$ cat config.mk
export PLATFORM = sky130hd
export DESIGN_NAME = scalar_kalman_smoother
export DESIGN_NICKNAME = d
export VERILOG_FILES = /design/src/rtl/sks_pkg.sv /design/src/rtl/sks_ctrl.sv /design/src/rtl/sks_datapath.sv /design/src/rtl/scalar_kalman_smoother.sv
export SDC_FILE = /design/constraint.sdc
export NUM_CORES = 1
export LEC_CHECK = 0
export BUFFER_PORTS_ARGS = -buffer_cell sky130_fd_sc_hd__buf_2
export CORE_ASPECT_RATIO = 1.1
export CORE_UTILIZATION = 40
export DETAILED_ROUTE_END_ITERATION = 7
export HOLD_SLACK_MARGIN = 0.02
export PLACE_DENSITY_LB_ADDON = 0.12
export SLEW_MARGIN = 20
export SYNTH_ARGS = -nofsm -noshare
export SYNTH_HDL_FRONTEND = slang
export SYNTH_SLANG_ARGS = --single-unit
export TNS_END_PERCENT = 10
$ cat constraint.sdc
create_clock -name i_clk -period 6.8 [get_ports i_clk]
set_input_delay 1.02 -clock i_clk [delete_from_list [all_inputs] [get_ports i_clk]]
set_output_delay 1.02 -clock i_clk [all_outputs]
set_load 0.03 [all_outputs]
$ cat src/rtl/sks_pkg.sv
// Shared constants, state encoding and control bundle for the scalar Kalman smoother.
package sks_pkg;

    // Default field widths
    localparam int SAMPLE_WIDTH_DEF = 32;
    localparam int GAIN_FRAC_DEF    = 24;

    // Covariance and noise registers, unsigned Q32.16
    localparam int COV_W = 48;
    localparam logic [COV_W-1:0] COV_ONE = COV_W'(65536);

    // Shared adder width: holds a doubled divider remainder below 2^(COV_W+2)
    localparam int ADD_W = COV_W + 2;

    // Configuration port
    localparam int CFG_DATA_W = 64;
    localparam int CFG_ADDR_W = 4;

    // Register index, taken from paddr[3]
    localparam logic REG_PROCESS_NOISE     = 1'b0;
    localparam logic REG_MEASUREMENT_NOISE = 1'b1;

    // Sequencer steps
    typedef enum logic [3:0] {
        S_IDLE,
        S_ADD_Q,
        S_ADD_R,
        S_DIV,
        S_DIFF,
        S_NEG,
        S_MUL_K,
        S_RND,
        S_UPD_X,
        S_INV_K,
        S_MUL_P,
        S_FIN
    } t_state;

    // Control from sequencer to datapath
    typedef struct packed {
        t_state state;
        logic   load;
        logic   commit;
    } t_ctrl;

endpackage

$ cat src/rtl/sks_ctrl.sv
// Sequencer that steps the shared adder through one filter update.
module sks_ctrl #(
    parameter int GAIN_FRACTION_BITS = sks_pkg::GAIN_FRAC_DEF
) (
    input  logic          i_clk,
    input  logic          i_rst_n,
    input  logic          i_valid,
    input  logic          i_out_free,
    output logic          o_ready,
    output sks_pkg::t_ctrl o_ctrl
);

    localparam int CNT_W = $clog2(GAIN_FRACTION_BITS + 1);
    localparam logic [CNT_W-1:0] CNT_LAST = CNT_W'(GAIN_FRACTION_BITS);

    sks_pkg::t_state r_state, n_state;
    logic [CNT_W-1:0] r_cnt, n_cnt;
    logic             cnt_done;

    // State and iteration counter
    always_ff @(posedge i_clk) begin
        if (!i_rst_n) begin
            r_state <= sks_pkg::S_IDLE;
            r_cnt   <= '0;
        end else begin
            r_state <= n_state;
            r_cnt   <= n_cnt;
        end
    end

    assign cnt_done = (r_cnt == CNT_LAST);

    // Next step and strobes
    always_comb begin
        n_state = r_state;
        n_cnt   = '0;
        o_ready = 1'b0;
        o_ctrl.state  = r_state;
        o_ctrl.load   = 1'b0;
        o_ctrl.commit = 1'b0;
        unique case (r_state)
            sks_pkg::S_IDLE: begin
                o_ready = 1'b1;
                if (i_valid) begin
                    o_ctrl.load = 1'b1;
                    n_state     = sks_pkg::S_ADD_Q;
                end
            end
            sks_pkg::S_ADD_Q: n_state = sks_pkg::S_ADD_R;
            sks_pkg::S_ADD_R: n_state = sks_pkg::S_DIV;
            sks_pkg::S_DIV: begin
                if (cnt_done) begin
                    n_state = sks_pkg::S_DIFF;
                end else begin
                    n_cnt = r_cnt + 1'b1;
                end
            end
            sks_pkg::S_DIFF:  n_state = sks_pkg::S_NEG;
            sks_pkg::S_NEG:   n_state = sks_pkg::S_MUL_K;
            sks_pkg::S_MUL_K: begin
                if (cnt_done) begin
                    n_state = sks_pkg::S_RND;
                end else begin
                    n_cnt = r_cnt + 1'b1;
                end
            end
            sks_pkg::S_RND:   n_state = sks_pkg::S_UPD_X;
            sks_pkg::S_UPD_X: n_state = sks_pkg::S_INV_K;
            sks_pkg::S_INV_K: n_state = sks_pkg::S_MUL_P;
            sks_pkg::S_MUL_P: begin
                if (cnt_done) begin
                    n_state = sks_pkg::S_FIN;
                end else begin
                    n_cnt = r_cnt + 1'b1;
                end
            end
            sks_pkg::S_FIN: begin
                // hold until the output register is free
                if (i_out_free) begin
                    o_ctrl.commit = 1'b1;
                    n_state       = sks_pkg::S_IDLE;
                end
            end
            default: n_state = sks_pkg::S_IDLE;
        endcase
    end

endmodule

$ cat src/rtl/sks_datapath.sv
// Filter state, operand registers and the single shared add/subtract unit.
module sks_datapath #(
    parameter int SAMPLE_WIDTH       = sks_pkg::SAMPLE_WIDTH_DEF,
    parameter int GAIN_FRACTION_BITS = sks_pkg::GAIN_FRAC_DEF
) (
    input  logic                        i_clk,
    input  logic                        i_rst_n,
    input  sks_pkg::t_ctrl              i_ctrl,
    input  logic [SAMPLE_WIDTH-1:0]     i_measurement,
    input  logic                        i_start_of_series,
    input  logic [sks_pkg::COV_W-1:0]   i_process_noise,
    input  logic [sks_pkg::COV_W-1:0]   i_measurement_noise,
    output logic [SAMPLE_WIDTH-1:0]     o_estimate,
    output logic [GAIN_FRACTION_BITS:0] o_gain
);

    localparam int AW = sks_pkg::ADD_W;
    localparam int CW = sks_pkg::COV_W;
    localparam int SW = SAMPLE_WIDTH;
    localparam int G  = GAIN_FRACTION_BITS;
    localparam logic [AW-1:0] GAIN_ONE = {{(AW-1){1'b0}}, 1'b1} << G;

    // Filter state
    logic [SW-1:0] r_x;
    logic [CW-1:0] r_p;
    logic          r_started;

    // Working registers
    logic [SW-1:0] r_z;
    logic [CW-1:0] r_p1;
    logic [AW-1:0] r_opnd;
    logic [AW-1:0] r_acc;
    logic [G:0]    r_k;
    logic [G:0]    r_mlo;
    logic          r_neg;
    logic          r_dz;

    // Shared adder
    logic [AW-1:0] add_a, add_b, add_b_eff;
    logic          add_inv, add_cin;
    logic [AW:0]   add_sum;
    logic [AW-1:0] z_ext, x_ext;
    logic [CW-1:0] p1_sat;
    logic          ge;

    assign z_ext = {{(AW-SW){r_z[SW-1]}}, r_z};
    assign x_ext = {{(AW-SW){r_x[SW-1]}}, r_x};

    // Select operands for the current step
    always_comb begin
        add_a   = '0;
        add_b   = '0;
        add_inv = 1'b0;
        add_cin = 1'b0;
        unique case (i_ctrl.state)
            sks_pkg::S_ADD_Q: begin
                add_a = {2'b00, r_p};
                add_b = {2'b00, i_process_noise};
            end
            sks_pkg::S_ADD_R: begin
                add_a = {2'b00, r_p1};
                add_b = {2'b00, i_measurement_noise};
            end
            sks_pkg::S_DIV: begin
                add_a   = r_acc;
                add_b   = r_opnd;
                add_inv = 1'b1;
                add_cin = 1'b1;
            end
            sks_pkg::S_DIFF: begin
                add_a   = z_ext;
                add_b   = x_ext;
                add_inv = 1'b1;
                add_cin = 1'b1;
            end
            sks_pkg::S_NEG: begin
                add_b   = r_opnd;
                add_inv = r_neg;
                add_cin = r_neg;
            end
            sks_pkg::S_MUL_K, sks_pkg::S_MUL_P: begin
                add_a = r_acc;
                add_b = r_mlo[0] ? r_opnd : '0;
            end
            sks_pkg::S_RND: begin
                add_a   = {r_acc[AW-2:0], r_mlo[G]};
                add_cin = r_mlo[G-1];
            end
            sks_pkg::S_UPD_X: begin
                add_a   = x_ext;
                add_b   = r_opnd;
                add_inv = r_neg;
                add_cin = r_neg;
            end
            sks_pkg::S_INV_K: begin
                add_a   = GAIN_ONE;
                add_b   = {{(AW-G-1){1'b0}}, r_k};
                add_inv = 1'b1;
                add_cin = 1'b1;
            end
            default: begin
                add_a = '0;
            end
        endcase
    end

    assign add_b_eff = add_inv ? ~add_b : add_b;
    assign add_sum   = {1'b0, add_a} + {1'b0, add_b_eff} + {{AW{1'b0}}, add_cin};
    assign ge        = add_sum[AW];
    assign p1_sat    = add_sum[CW] ? {CW{1'b1}} : add_sum[CW-1:0];

    // Estimate, covariance and series flag
    always_ff @(posedge i_clk) begin
        if (!i_rst_n) begin
            r_x       <= '0;
            r_p       <= sks_pkg::COV_ONE;
            r_started <= 1'b0;
        end else begin
            if (i_ctrl.load && (i_start_of_series || !r_started)) begin
                r_x       <= i_measurement;
                r_p       <= sks_pkg::COV_ONE;
                r_started <= 1'b1;
            end
            if (i_ctrl.state == sks_pkg::S_UPD_X) begin
                r_x <= add_sum[SW-1:0];
            end
            if (i_ctrl.commit) begin
                r_p <= {r_acc[CW-2:0], r_mlo[G]};
            end
        end
    end

    // Working registers advance one step per cycle
    always_ff @(posedge i_clk) begin
        if (i_ctrl.load) begin
            r_z <= i_measurement;
        end
        case (i_ctrl.state)
            sks_pkg::S_ADD_Q: begin
                r_p1 <= p1_sat;
            end
            sks_pkg::S_ADD_R: begin
                r_opnd <= add_sum[AW-1:0];
                r_acc  <= {2'b00, r_p1};
                r_dz   <= (add_sum[CW:0] == '0);
                r_k    <= (add_sum[CW:0] == '0) ? GAIN_ONE[G:0] : '0;
            end
            sks_pkg::S_DIV: begin
                // restoring division, one quotient bit a cycle
                if (!r_dz) begin
                    r_acc <= {(ge ? add_sum[AW-2:0] : r_acc[AW-2:0]), 1'b0};
                    r_k   <= {r_k[G-1:0], ge};
                end
            end
            sks_pkg::S_DIFF: begin
                r_opnd <= add_sum[AW-1:0];
                r_neg  <= add_sum[AW-1];
            end
            sks_pkg::S_NEG: begin
                r_opnd <= add_sum[AW-1:0];
                r_acc  <= '0;
                r_mlo  <= r_k;
            end
            sks_pkg::S_MUL_K, sks_pkg::S_MUL_P: begin
                // shift-and-add, one multiplier bit a cycle
                r_acc <= add_sum[AW:1];
                r_mlo <= {add_sum[0], r_mlo[G:1]};
            end
            sks_pkg::S_RND: begin
                r_opnd <= add_sum[AW-1:0];
            end
            sks_pkg::S_INV_K: begin
                r_mlo  <= add_sum[G:0];
                r_acc  <= '0;
                r_opnd <= {2'b00, r_p1};
            end
            default: begin
                r_neg <= r_neg;
            end
        endcase
    end

    assign o_estimate = r_x;
    assign o_gain     = r_k;

endmodule

$ cat src/rtl/scalar_kalman_smoother.sv
// Top level of the scalar Kalman smoother: register port, channels and output register.
//
// Input channel (i_valid/o_ready) carries one signed Q23.8 sample and a start
// flag; a start, or the first sample after reset, reloads the estimate with
// the sample and the covariance with 1.0 before the update runs.
// Output channel (o_valid/i_ready) returns the new estimate and the gain used
// (unsigned, 2^GAIN_FRACTION_BITS is 1.0).
// Registers: process noise Q at byte address 0, measurement noise R at 8,
// both unsigned Q32.16, 48 bits in a 64-bit word, reset to 1.0.
// Each update runs to its last step and commits to the output register; o_valid
// rises in the same cycle that a new transaction can first be taken, so a new
// sample is taken only once the last one has been committed.
// The update is paced by the single shared adder: one bit a cycle through the
// gain division and through each of the two shift-and-add multiplies.
// While the block works on a sample o_ready is low. The result sits in an
// output register; if the receiver stalls, the next sample is still taken and
// its update runs, then holds in its last step until the register is free.
// Reset is synchronous: estimate 0, covariance 1.0, no series started.
module scalar_kalman_smoother #(
    parameter int SAMPLE_WIDTH       = sks_pkg::SAMPLE_WIDTH_DEF,
    parameter int GAIN_FRACTION_BITS = sks_pkg::GAIN_FRAC_DEF
) (
    input  logic                              i_clk,
    input  logic                              i_rst_n,
    // sample channel
    input  logic                              i_valid,
    output logic                              o_ready,
    input  logic signed [SAMPLE_WIDTH-1:0]    i_measurement,
    input  logic                              i_start_of_series,
    // result channel
    output logic                              o_valid,
    input  logic                              i_ready,
    output logic signed [SAMPLE_WIDTH-1:0]    o_estimate,
    output logic [GAIN_FRACTION_BITS:0]       o_gain,
    // register port
    input  logic                              psel,
    input  logic                              penable,
    input  logic                              pwrite,
    input  logic [sks_pkg::CFG_ADDR_W-1:0]    paddr,
    input  logic [sks_pkg::CFG_DATA_W-1:0]    pwdata,
    output logic [sks_pkg::CFG_DATA_W-1:0]    prdata,
    output logic                              pready
);

    localparam int CW = sks_pkg::COV_W;

    logic [CW-1:0]               r_process_noise;
    logic [CW-1:0]               r_measurement_noise;
    logic                        r_out_valid;
    logic [SAMPLE_WIDTH-1:0]     r_estimate;
    logic [GAIN_FRACTION_BITS:0] r_gain;

    sks_pkg::t_ctrl              ctrl;
    logic                        out_free;
    logic                        cfg_write;
    logic [SAMPLE_WIDTH-1:0]     dp_estimate;
    logic [GAIN_FRACTION_BITS:0] dp_gain;

    // Register port
    assign pready    = 1'b1;
    assign cfg_write = psel && penable && pwrite;

    always_ff @(posedge i_clk) begin
        if (!i_rst_n) begin
            r_process_noise     <= sks_pkg::COV_ONE;
            r_measurement_noise <= sks_pkg::COV_ONE;
        end else if (cfg_write) begin
            unique case (paddr[3])
                sks_pkg::REG_PROCESS_NOISE:     r_process_noise     <= pwdata[CW-1:0];
                sks_pkg::REG_MEASUREMENT_NOISE: r_measurement_noise <= pwdata[CW-1:0];
                default:                        r_process_noise     <= r_process_noise;
            endcase
        end
    end

    always_comb begin
        unique case (paddr[3])
            sks_pkg::REG_PROCESS_NOISE:
                prdata = {{(sks_pkg::CFG_DATA_W-CW){1'b0}}, r_process_noise};
            sks_pkg::REG_MEASUREMENT_NOISE:
                prdata = {{(sks_pkg::CFG_DATA_W-CW){1'b0}}, r_measurement_noise};
            default:
                prdata = '0;
        endcase
    end

    // Sequencer and datapath
    assign out_free = !r_out_valid || i_ready;

    sks_ctrl #(
        .GAIN_FRACTION_BITS (GAIN_FRACTION_BITS)
    ) u_ctrl (
        .i_clk      (i_clk),
        .i_rst_n    (i_rst_n),
        .i_valid    (i_valid),
        .i_out_free (out_free),
        .o_ready    (o_ready),
        .o_ctrl     (ctrl)
    );

    sks_datapath #(
        .SAMPLE_WIDTH       (SAMPLE_WIDTH),
        .GAIN_FRACTION_BITS (GAIN_FRACTION_BITS)
    ) u_datapath (
        .i_clk               (i_clk),
        .i_rst_n             (i_rst_n),
        .i_ctrl              (ctrl),
        .i_measurement       (i_measurement),
        .i_start_of_series   (i_start_of_series),
        .i_process_noise     (r_process_noise),
        .i_measurement_noise (r_measurement_noise),
        .o_estimate          (dp_estimate),
        .o_gain              (dp_gain)
    );

    // Output register: load on commit, drop once the transaction is taken
    always_ff @(posedge i_clk) begin
        if (!i_rst_n) begin
            r_out_valid <= 1'b0;
        end else if (ctrl.commit) begin
            r_out_valid <= 1'b1;
        end else if (i_ready) begin
            r_out_valid <= 1'b0;
        end
    end

    always_ff @(posedge i_clk) begin
        if (ctrl.commit) begin
            r_estimate <= dp_estimate;
            r_gain     <= dp_gain;
        end
    end

    assign o_valid    = r_out_valid;
    assign o_estimate = r_estimate;
    assign o_gain     = r_gain;

endmodule

==> results of run 1 <==
[metrics by stage]
| step | power [mW] | instance area [um2] | hold WS [ns] | util (%) |
|---|---|---|---|---|
| after floorplan | 6.477 | 25360 | 0.4300 | - |
| after global placement | 8.024 | 27690 | 0.4405 | 44.33 |
| after global routing | 11.56 | 29470 | 0.4975 | 47.18 |
| final | 11.02 | 29470 | 0.4751 | 47.18 |
| after CTS | 11.04 | 29460 | 0.4786 | 47.17 |
| after detailed placement | 8.072 | 27700 | 0.4697 | 44.34 |
[cell families (layout without fill, tap and decap cells)]
logic type                 Yosys count  after routing  synth area share, %
AOI/OAI and AO/OA                  818            818                22.54
and+or+nand+nor                    942            942                16.30
xor gates and xnor gates            92             92                3.214
DFF                                476            476                49.09
adders and majority gates           53             53                2.680
muxes                               50             50                2.220
buffers and inverters              247            431                3.921
other                                2             19              0.02968
[Yosys cell counts (3+ instances only)]
master | number | area [um2]
o21bai_1 | 4 | 30.03
a211oi_1 | 5 | 37.54
nand2_1 | 538 | 2019
o22ai_1 | 8 | 50.05
ha_1 | 51 | 638.1
or2_2 | 7 | 43.79
o31ai_1 | 5 | 37.54
o21a_1 | 15 | 112.6
a222oi_1 | 53 | 530.5
nor3_1 | 23 | 115.1
a21boi_0 | 146 | 1096
a21oi_1 | 156 | 780.8
mux2_2 | 48 | 540.5
o21ai_1 | 5 | 25.02
nor4_1 | 8 | 50.05
a2bb2oi_1 | 4 | 35.03
nor2b_1 | 12 | 75.07
xor2_1 | 27 | 236.5
a221o_1 | 24 | 240.2
o311ai_0 | 3 | 26.28
nor2_1 | 113 | 424.2
nand2b_1 | 12 | 75.07
a31oi_1 | 12 | 75.07
nor3b_1 | 3 | 22.52
a221oi_1 | 7 | 61.31
clkbuf_1 | 178 | 668.1
o211ai_1 | 10 | 75.07
o21ai_0 | 142 | 710.7
o221ai_1 | 39 | 341.6
and3_1 | 32 | 200.2
edfxtp_1 | 289 | 8678
buf_1 | 27 | 101.4
and2_1 | 36 | 225.2
and4_1 | 5 | 43.79
inv_1 | 24 | 90.09
a21o_1 | 17 | 127.6
xnor2_1 | 64 | 560.5
dfxtp_1 | 187 | 3744
a211o_1 | 4 | 35.03
a22oi_1 | 137 | 1028
or3_1 | 5 | 31.28
nand4_1 | 22 | 137.6
buf_4 | 17 | 127.6
nand3_1 | 117 | 585.6
[routing by layer]
metal / GRT usage (%) / vias to the layer above / part of all wire (%) / wire [um]
met3: 2.881 / 152 / 5.8 / 5091
met4: 12.40 / 0 / 4.6 / 4057
li1: - / 10197 / - / -
met5: 0 / - / 0 / 0
met1: 34.38 / 11023 / 42 / 36660
met2: 45.59 / 840 / 48 / 42440
[final cells by class]
type | count | share of cell area, %
antenna | 2 | 0.01698
clock buffer | 71 | 4.862
clock inverter | 24 | 1.129
timing repair buffer | 312 | 6.768
sequential | 476 | 42.16
multi-input combinational | 1972 | 41.22
inverter | 24 | 0.3142
tap | 833 | 3.537
[state kept, by name (all words and copies together) (netlist names), 4 cells and up]
name / cells
u_datapath.r_opnd: 50
u_datapath.r_mlo: 25
u_datapath.o_gain: 25
u_ctrl.r_state: 4
r_process_noise: 48
u_datapath.o_estimate: 32
o_estimate: 32
u_datapath.r_z: 32
u_datapath.r_p: 48
u_datapath.r_acc: 50
u_datapath.r_p1: 48
o_gain: 25
u_ctrl.r_cnt: 5
r_measurement_noise: 48
[final timing paths]
| kind | from | to | slack [ns] | depth (start not counted) |
|---|---|---|---|---|
| setup / recovery | u_ctrl.r_state[2] | u_datapath.o_gain[24] | 0.46 | 19 |
| hold / removal | r_process_noise[24] | r_process_noise[24] | 0.48 | 2 |
| setup reg to reg | u_ctrl.r_state[2] | u_datapath.o_gain[24] | 0.46 | 19 |
| hold reg to reg | r_process_noise[24] | r_process_noise[24] | 0.48 | 2 |
[power by group]
part	internal, mW	leakage [nW]	switching, mW
Clock	1.74	0.854	1.22
Sequential	3.83	4.22	0.347
Combinational	1.34	5.95	2.55
[critical path, delay by kind of cell (launching register included)]
family,cells,cell delay [ns]
AND/OR/NAND/NOR,9,2.80
multiplexers,1,0.19
adder cells (fa/ha/maj),2,0.95
AO/OA/AOI/OAI,6,1.33
flip-flops,1,0.74
buffers and inverters,1,0.21
==> summary.md, run 1 <==
| Metric | Value |
|---|---|
| Clock Tree Buf Depth | `3` |
| I/O pins | `about 230` |
| Rel. slew slack | `25.83%` |
| Drt pass-1 iters | `8` |
| Die width | `241.8 um` |
| Max IR drop VDD | `0.1807 mV` |
| Max Cap Viol | `0` |
| Worst slew pin tran | `1.109 ns` |
| Pin count of the biggest net entering global routing | `104` |
| RSZ-0062 raised after global routing | `no` |
| WS Path Type | `register to register` |
| Post-route ant nets | `0` |
| Fraction of registers with async set/reset | `0%` |
| Highest-delay cell along the critical path | `dfxtp_1` |
| Crit path largest cell delay | `0.74 ns` |
| Post-Synthesis Cell Area | `25,300 um2` |
| Cts bufs inserted | `51` |
| Share of cells above drive strength 1 | `16.71%` |
| Dpl cells | `3,617` |
| Area occupied by multi-input gates | `approximately 12,000 um2` |
| CTS root buf | `clkbuf_16` |
| Worst-path clk slew | `0.06 ns` |
| Leakage | `approximately 11 nW` |
| DIE HEIGHT | `265.8 um` |
| Most frequent cells in the layout | `nand2_1 (536), edfxtp_1 (289), buf_2 (194)` |
| Post-CTS setup buffers | `0` |
| Worst skew pair latency | `0.63 ns` |
| Setup TNS | `0 ns` |
| H-tree levels | `2` |
| Hpwl dp | `about 60,000 um` |
| Gate Count Post-Synth | `roughly 2,700` |
| Yosys cell types | `75` |
| Commonest non-fill, non-tap cell in the layout | `nand2_1` |
| Nets | `2,998` |
| Syn. warnings | `0` |
| First-pass GRT wire length | `133,700 um` |
| Resized Gates After CTS | `0` |
| # hold bufs at CTS | `0` |
| Post-synth top flop | `edfxtp_1` |
| CTS tree | `yes` |
| Worst-path cell chain | `nand2b_1 > buf_4 > nor2_4 > a22oi_1 > nand2_1 > a21oi_1 > fa_1 > fa_1 > nand2b_1 > a211oi_2 > o21ai_1 > o311a_1 > o311ai_2 > and4_1 > nand4_1 > or4b_1 > nor4_1 > and4_1 > mux2_1` |
| Initial antenna violation count | `2` |
| Routed via count | `about 22,000` |
| Non-Filler Instances | `~3,700` |
| Final wirelength | `about 88,000 um` |
| Fin crit period | `6.342 ns` |
| Register bit total from synthesis | `about 480` |
| Total global-route track usage | `26.85%` |
| Drt via density | `~6.0` |
| CP Launch Type | `register` |
| Max Slew Vio Count | `0` |
| Average cell area after synthesis | `approximately 9.4 um2` |
| Row cnt | `96` |
| Routability cong. | `0.9265` |
| Residual DRC | `0` |
| Tcrit/Tclk final | `just over 90%` |
| F_max | `0.1577 GHz` |
| CP max FO | `15` |
| Final Hold Fails | `0` |
| Register area | `around 12,000 um2` |
| DRT iter0 DRCs | `2,231` |
| Core area | `62,460 um2` |
| # fillers | `between 5,000 and 6,000` |
| Crit. End Element | `register` |
| Worst EP required | `roughly 7.3 ns` |
| Status | `finished clean` |
| Final WS setup | `0.4577 ns` |
| GRT overflow | `0` |
| Arrival @ worst endpoint | `6.84 ns` |
| Power per cell area | `roughly 370 nW/um2` |
| Initial Util | `around 40%` |
| Setup Viol. Count Final | `0` |
| Clock Skew | `0.05178 ns` |
| Area grow syn2layout | `16.46%` |
| Class of the worst hold path | `register to register` |
| Buffers on Ports | `195` |
| Sequential share of the synthesized area | `49.09%` |
| WL per Instance | `23.76 um` |
| Number of global-route vias before repair | `roughly 22,000` |
| DP Worst Slack | `about 0.65 ns` |
| Post-synth EDFFs | `289` |
| Die area | `64,270 um2` |
| Clk sink count | `approximately 480` |
No activity file was read; power rests on OpenSTA's default activity.
==> run 2: changes to the inputs <==
- ABC_AREA: default -> 1
==> summary.md, run 2 <==
| Metric | Value |
|---|---|
| Post-route ant nets | `0 (unchanged)` |
| Post-CTS setup buffers | `0 (unchanged)` |
| Post-synth top area cell | `edfxtp_1 (unchanged)` |
| Number of global-route vias before repair | `24,775 (was 21,662)` |
| Initial antenna violation count | `0 (was 2)` |
| Most common library cells after synthesis | `nand2_1 (1,015), inv_1 (381), edfxtp_1 (289) (was nand2_1 (538), edfxtp_1 (289), dfxtp_1 (187))` |
| Critical R2R Launch | `u_ctrl.r_state[2] (unchanged)` |
| Die width | `247.8 um (was 241.8 um)` |
| Post-synthesis simple-gate area fraction | `22.75% (was 16.30%)` |
| Synth Area in Adders | `2.552% (was 2.680%)` |
| Class of the worst hold path | `register to register (unchanged)` |
| Commonest non-fill, non-tap cell in the layout | `nand2_1 (unchanged)` |
| DP Area | `28,600 um2 (was 27,700 um2)` |
| Antenna diodes | `0 (was 2)` |
| Hpwl dp | `81,650 um (was 59,980 um)` |
| Setup TNS | `0 ns (unchanged)` |
| RSZ-0062 raised after global routing | `no (unchanged)` |
| Crit. End Element | `register (unchanged)` |
| Hold WS | `0.4453 ns (was 0.4751 ns)` |
| WL per Instance | `24.64 um (was 23.76 um)` |
| HP Start | `u_datapath.o_estimate[17] (was r_process_noise[24])` |
| Critical path origin | `u_ctrl.r_state[2] (unchanged)` |
| Buffers on Ports | `195 (unchanged)` |
| Routed via count | `25,201 (was 22,212)` |
| Count leader, synth | `nand2_1 (unchanged)` |
| CTS tree | `yes (unchanged)` |
| Register bit total from synthesis | `476 (unchanged)` |
| First-pass GRT wire length | `160,600 um (was 133,700 um)` |
| DIE HEIGHT | `272.3 um (was 265.8 um)` |
| Drt pass-1 iters | `8 (unchanged)` |
| Total global-route track usage | `32.44% (was 26.85%)` |
| WS Path Type | `register to register (unchanged)` |
| Die area | `67,470 um2 (was 64,270 um2)` |
| CTS root buf | `clkbuf_16 (unchanged)` |
| Tcrit/Tclk final | `87.07% (was 93.27%)` |
| CP max FO | `18 (was 15)` |
| Setup Viol. Count Final | `0 (unchanged)` |
| Average cell area after synthesis | `7.775 um2 (was 9.441 um2)` |
| Worst-path clk slew | `0.06 ns (about the same)` |
| Crit path largest cell delay | `0.67 ns (was 0.74 ns)` |
| Share of cells above drive strength 1 | `11.24% (was 16.71%)` |
| DP Worst Slack | `1.113 ns (was 0.6502 ns)` |
| Final WS setup | `0.8792 ns (was 0.4577 ns)` |
| Final wirelength | `110,200 um (was 88,250 um)` |
| Fraction of registers with async set/reset | `0% (unchanged)` |
| Drt via density | `5.635 (was 5.981)` |
| Initial Util | `40.66% (was 40.51%)` |
| Residual DRC | `12 (was 0)` |
| Most frequent cells in the layout | `nand2_1 (1,013), inv_1 (378), edfxtp_1 (289) (was nand2_1 (536), edfxtp_1 (289), buf_2 (194))` |
| Failing checks | `design-rule violations` |
| # fillers | `6,664 (was 5,982)` |
| Pin count of the biggest net entering global routing | `106 (was 104)` |
| Sequential share of the synthesized area | `46.74% (was 49.09%)` |
| Syn. warnings | `0 (unchanged)` |
| Resized Gates After CTS | `0 (unchanged)` |
| Final Util | `46.31% (was 47.18%)` |
| Worst skew pair latency | `0.63 ns (about the same)` |
| Max Slew Vio Count | `0 (unchanged)` |
| Post-synth EDFFs | `289 (unchanged)` |
| Max Cap Viol | `0 (unchanged)` |
| GRT overflow | `0 (unchanged)` |
| DRT iter0 DRCs | `2,055 (was 2,231)` |
| Clk sink count | `476 (unchanged)` |
| Core area | `65,360 um2 (was 62,460 um2)` |
| Leakage | `12.88 nW (was 11.03 nW)` |
| Highest-delay cell along the critical path | `a21oi_1 (was dfxtp_1)` |
| Worst slew pin tran | `1.074 ns (was 1.109 ns)` |
| Power per cell area | `579.9 nW/um2 (was 373.8 nW/um2)` |
| Post-synth top flop | `edfxtp_1 (unchanged)` |
| Area grow syn2layout | `13.88% (was 16.46%)` |
| Critical path's top delay family | `simple AND/OR/NAND/NOR gates (unchanged)` |
| Yosys cell types | `49 (was 75)` |
| I/O pins | `232 (unchanged)` |
| Post-synthesis mux area share | `0% (was 2.220%)` |
| Top cells by area, synth | `edfxtp_1 (33%), nand2_1 (14%), dfxtp_1 (14%) (was edfxtp_1 (34%), dfxtp_1 (15%), nand2_1 (8.0%))` |
| Clock Tree Buf Depth | `3 (unchanged)` |
| Cts bufs inserted | `52 (was 51)` |
| Fin crit period | `5.921 ns (was 6.342 ns)` |
| H-tree levels | `2 (unchanged)` |
| CP Launch Type | `register (unchanged)` |
| Critical path buffer and inverter count | `2 (was 1)` |
| Nets | `3,740 (was 2,998)` |
| Status | `complete, but fails checks (was finished clean)` |
| Largest regs | `u_datapath.r_acc (50), u_datapath.r_opnd (50) (unchanged)` |
| Max IR drop VDD | `0.3144 mV (was 0.1807 mV)` |
| Post-synth top area share | `32.66% (was 34.30%)` |
| Worst EP required | `7.29 ns (was 7.30 ns)` |
| Combinational family with the most area after synthesis | `simple AND/OR/NAND/NOR gates (was compound AO/OA/AOI/OAI gates)` |
| Clock Skew | `0.03975 ns (was 0.05178 ns)` |
| Post-Synthesis Cell Area | `26,580 um2 (was 25,300 um2)` |
| # hold bufs at CTS | `0 (unchanged)` |
| Arrival @ worst endpoint | `6.41 ns (was 6.84 ns)` |
| Design area | `30,260 um2 (was 29,470 um2)` |
| F_max | `0.1689 GHz (was 0.1577 GHz)` |
| Most frequent CP cell | `nand2_1` |
| Row cnt | `98 (was 96)` |
| Gate Count Post-Synth | `3,418 (was 2,680)` |
| Rel. slew slack | `28.42% (was 25.83%)` |
| Routability cong. | `1.018 (was 0.9265)` |
| Final Hold Fails | `0 (unchanged)` |
| Post-synthesis compound-gate area fraction | `16.90% (was 22.54%)` |
| Synth Area in XOR/XNOR | `2.109% (was 3.214%)` |
[run 2: cell count changes after synthesis, sizes merged, moves of 49 or more]
cell | previous run | this run
nand2 | 539 | 1016
inv | 24 | 388
nor2 | 113 | 288
a21boi | 146 | 0
a22oi | 137 | 6
o21ai | 147 | 245
o211ai | 10 | 93
xnor2 | 64 | 9
a222oi | 53 | 0
clkbuf | 178 | 126
mux2 | 49 | 0
[run 2: layout make-up]
type / instances / area (um2) / share of cell area, %
clock buffer: 74 / 1474 / 4.870
clock inverter: 23 / 188.9 / 0.6243
inverter: 389 / 1463 / 4.833
multi-input combinational: 2373 / 11910 / 39.36
sequential: 476 / 12420 / 41.05
tap: 850 / 1064 / 3.514
timing repair buffer: 287 / 1742 / 5.755
[run 2: cells by family after synthesis]
| group | Yosys count |
|---|---|
| XOR/XNOR | 61 |
| AO/OA/AOI/OAI | 735 |
| AND/OR/NAND/NOR | 1507 |
| other | 2 |
| flip-flops | 476 |
| buffers and inverters | 584 |
| adder cells (fa/ha/maj) | 53 |
[run 2: power breakdown]
part           leakage [nW]  switching, mW  internal (mW)
Clock                 0.823           1.22           1.59
Combinational          7.84           6.88           2.74
Sequential             4.21          0.593           4.53
[run 2: metal layers]
layer	vias to the layer above	routed length [um]	track usage (%)
li1	11828	-	-
met5	-	0	0
met3	262	6579	4.040
met1	12061	41320	37.59
met2	1050	53760	55.47
met4	0	8527	22.42
[run 2: path summary, 6_finish.rpt]
path / slack [ns] / depth (start not counted) / end
worst max-delay path: 0.88 / 25 / u_datapath.o_gain[24]
worst min-delay path: 0.45 / 0 / o_estimate[17]
worst max register to register: 0.88 / 25 / u_datapath.o_gain[24]
worst min register to register: 0.45 / 0 / o_estimate[17]
[run 2: stage by stage]
stage	instances	power, mW
2_1_floorplan	3433	10.55
3_3_place_gp	4375	14.64
4_1_cts	4472	17.54
3_5_place_dp	4375	14.69
5_1_grt	4472	18.53
6_report	4472	17.55
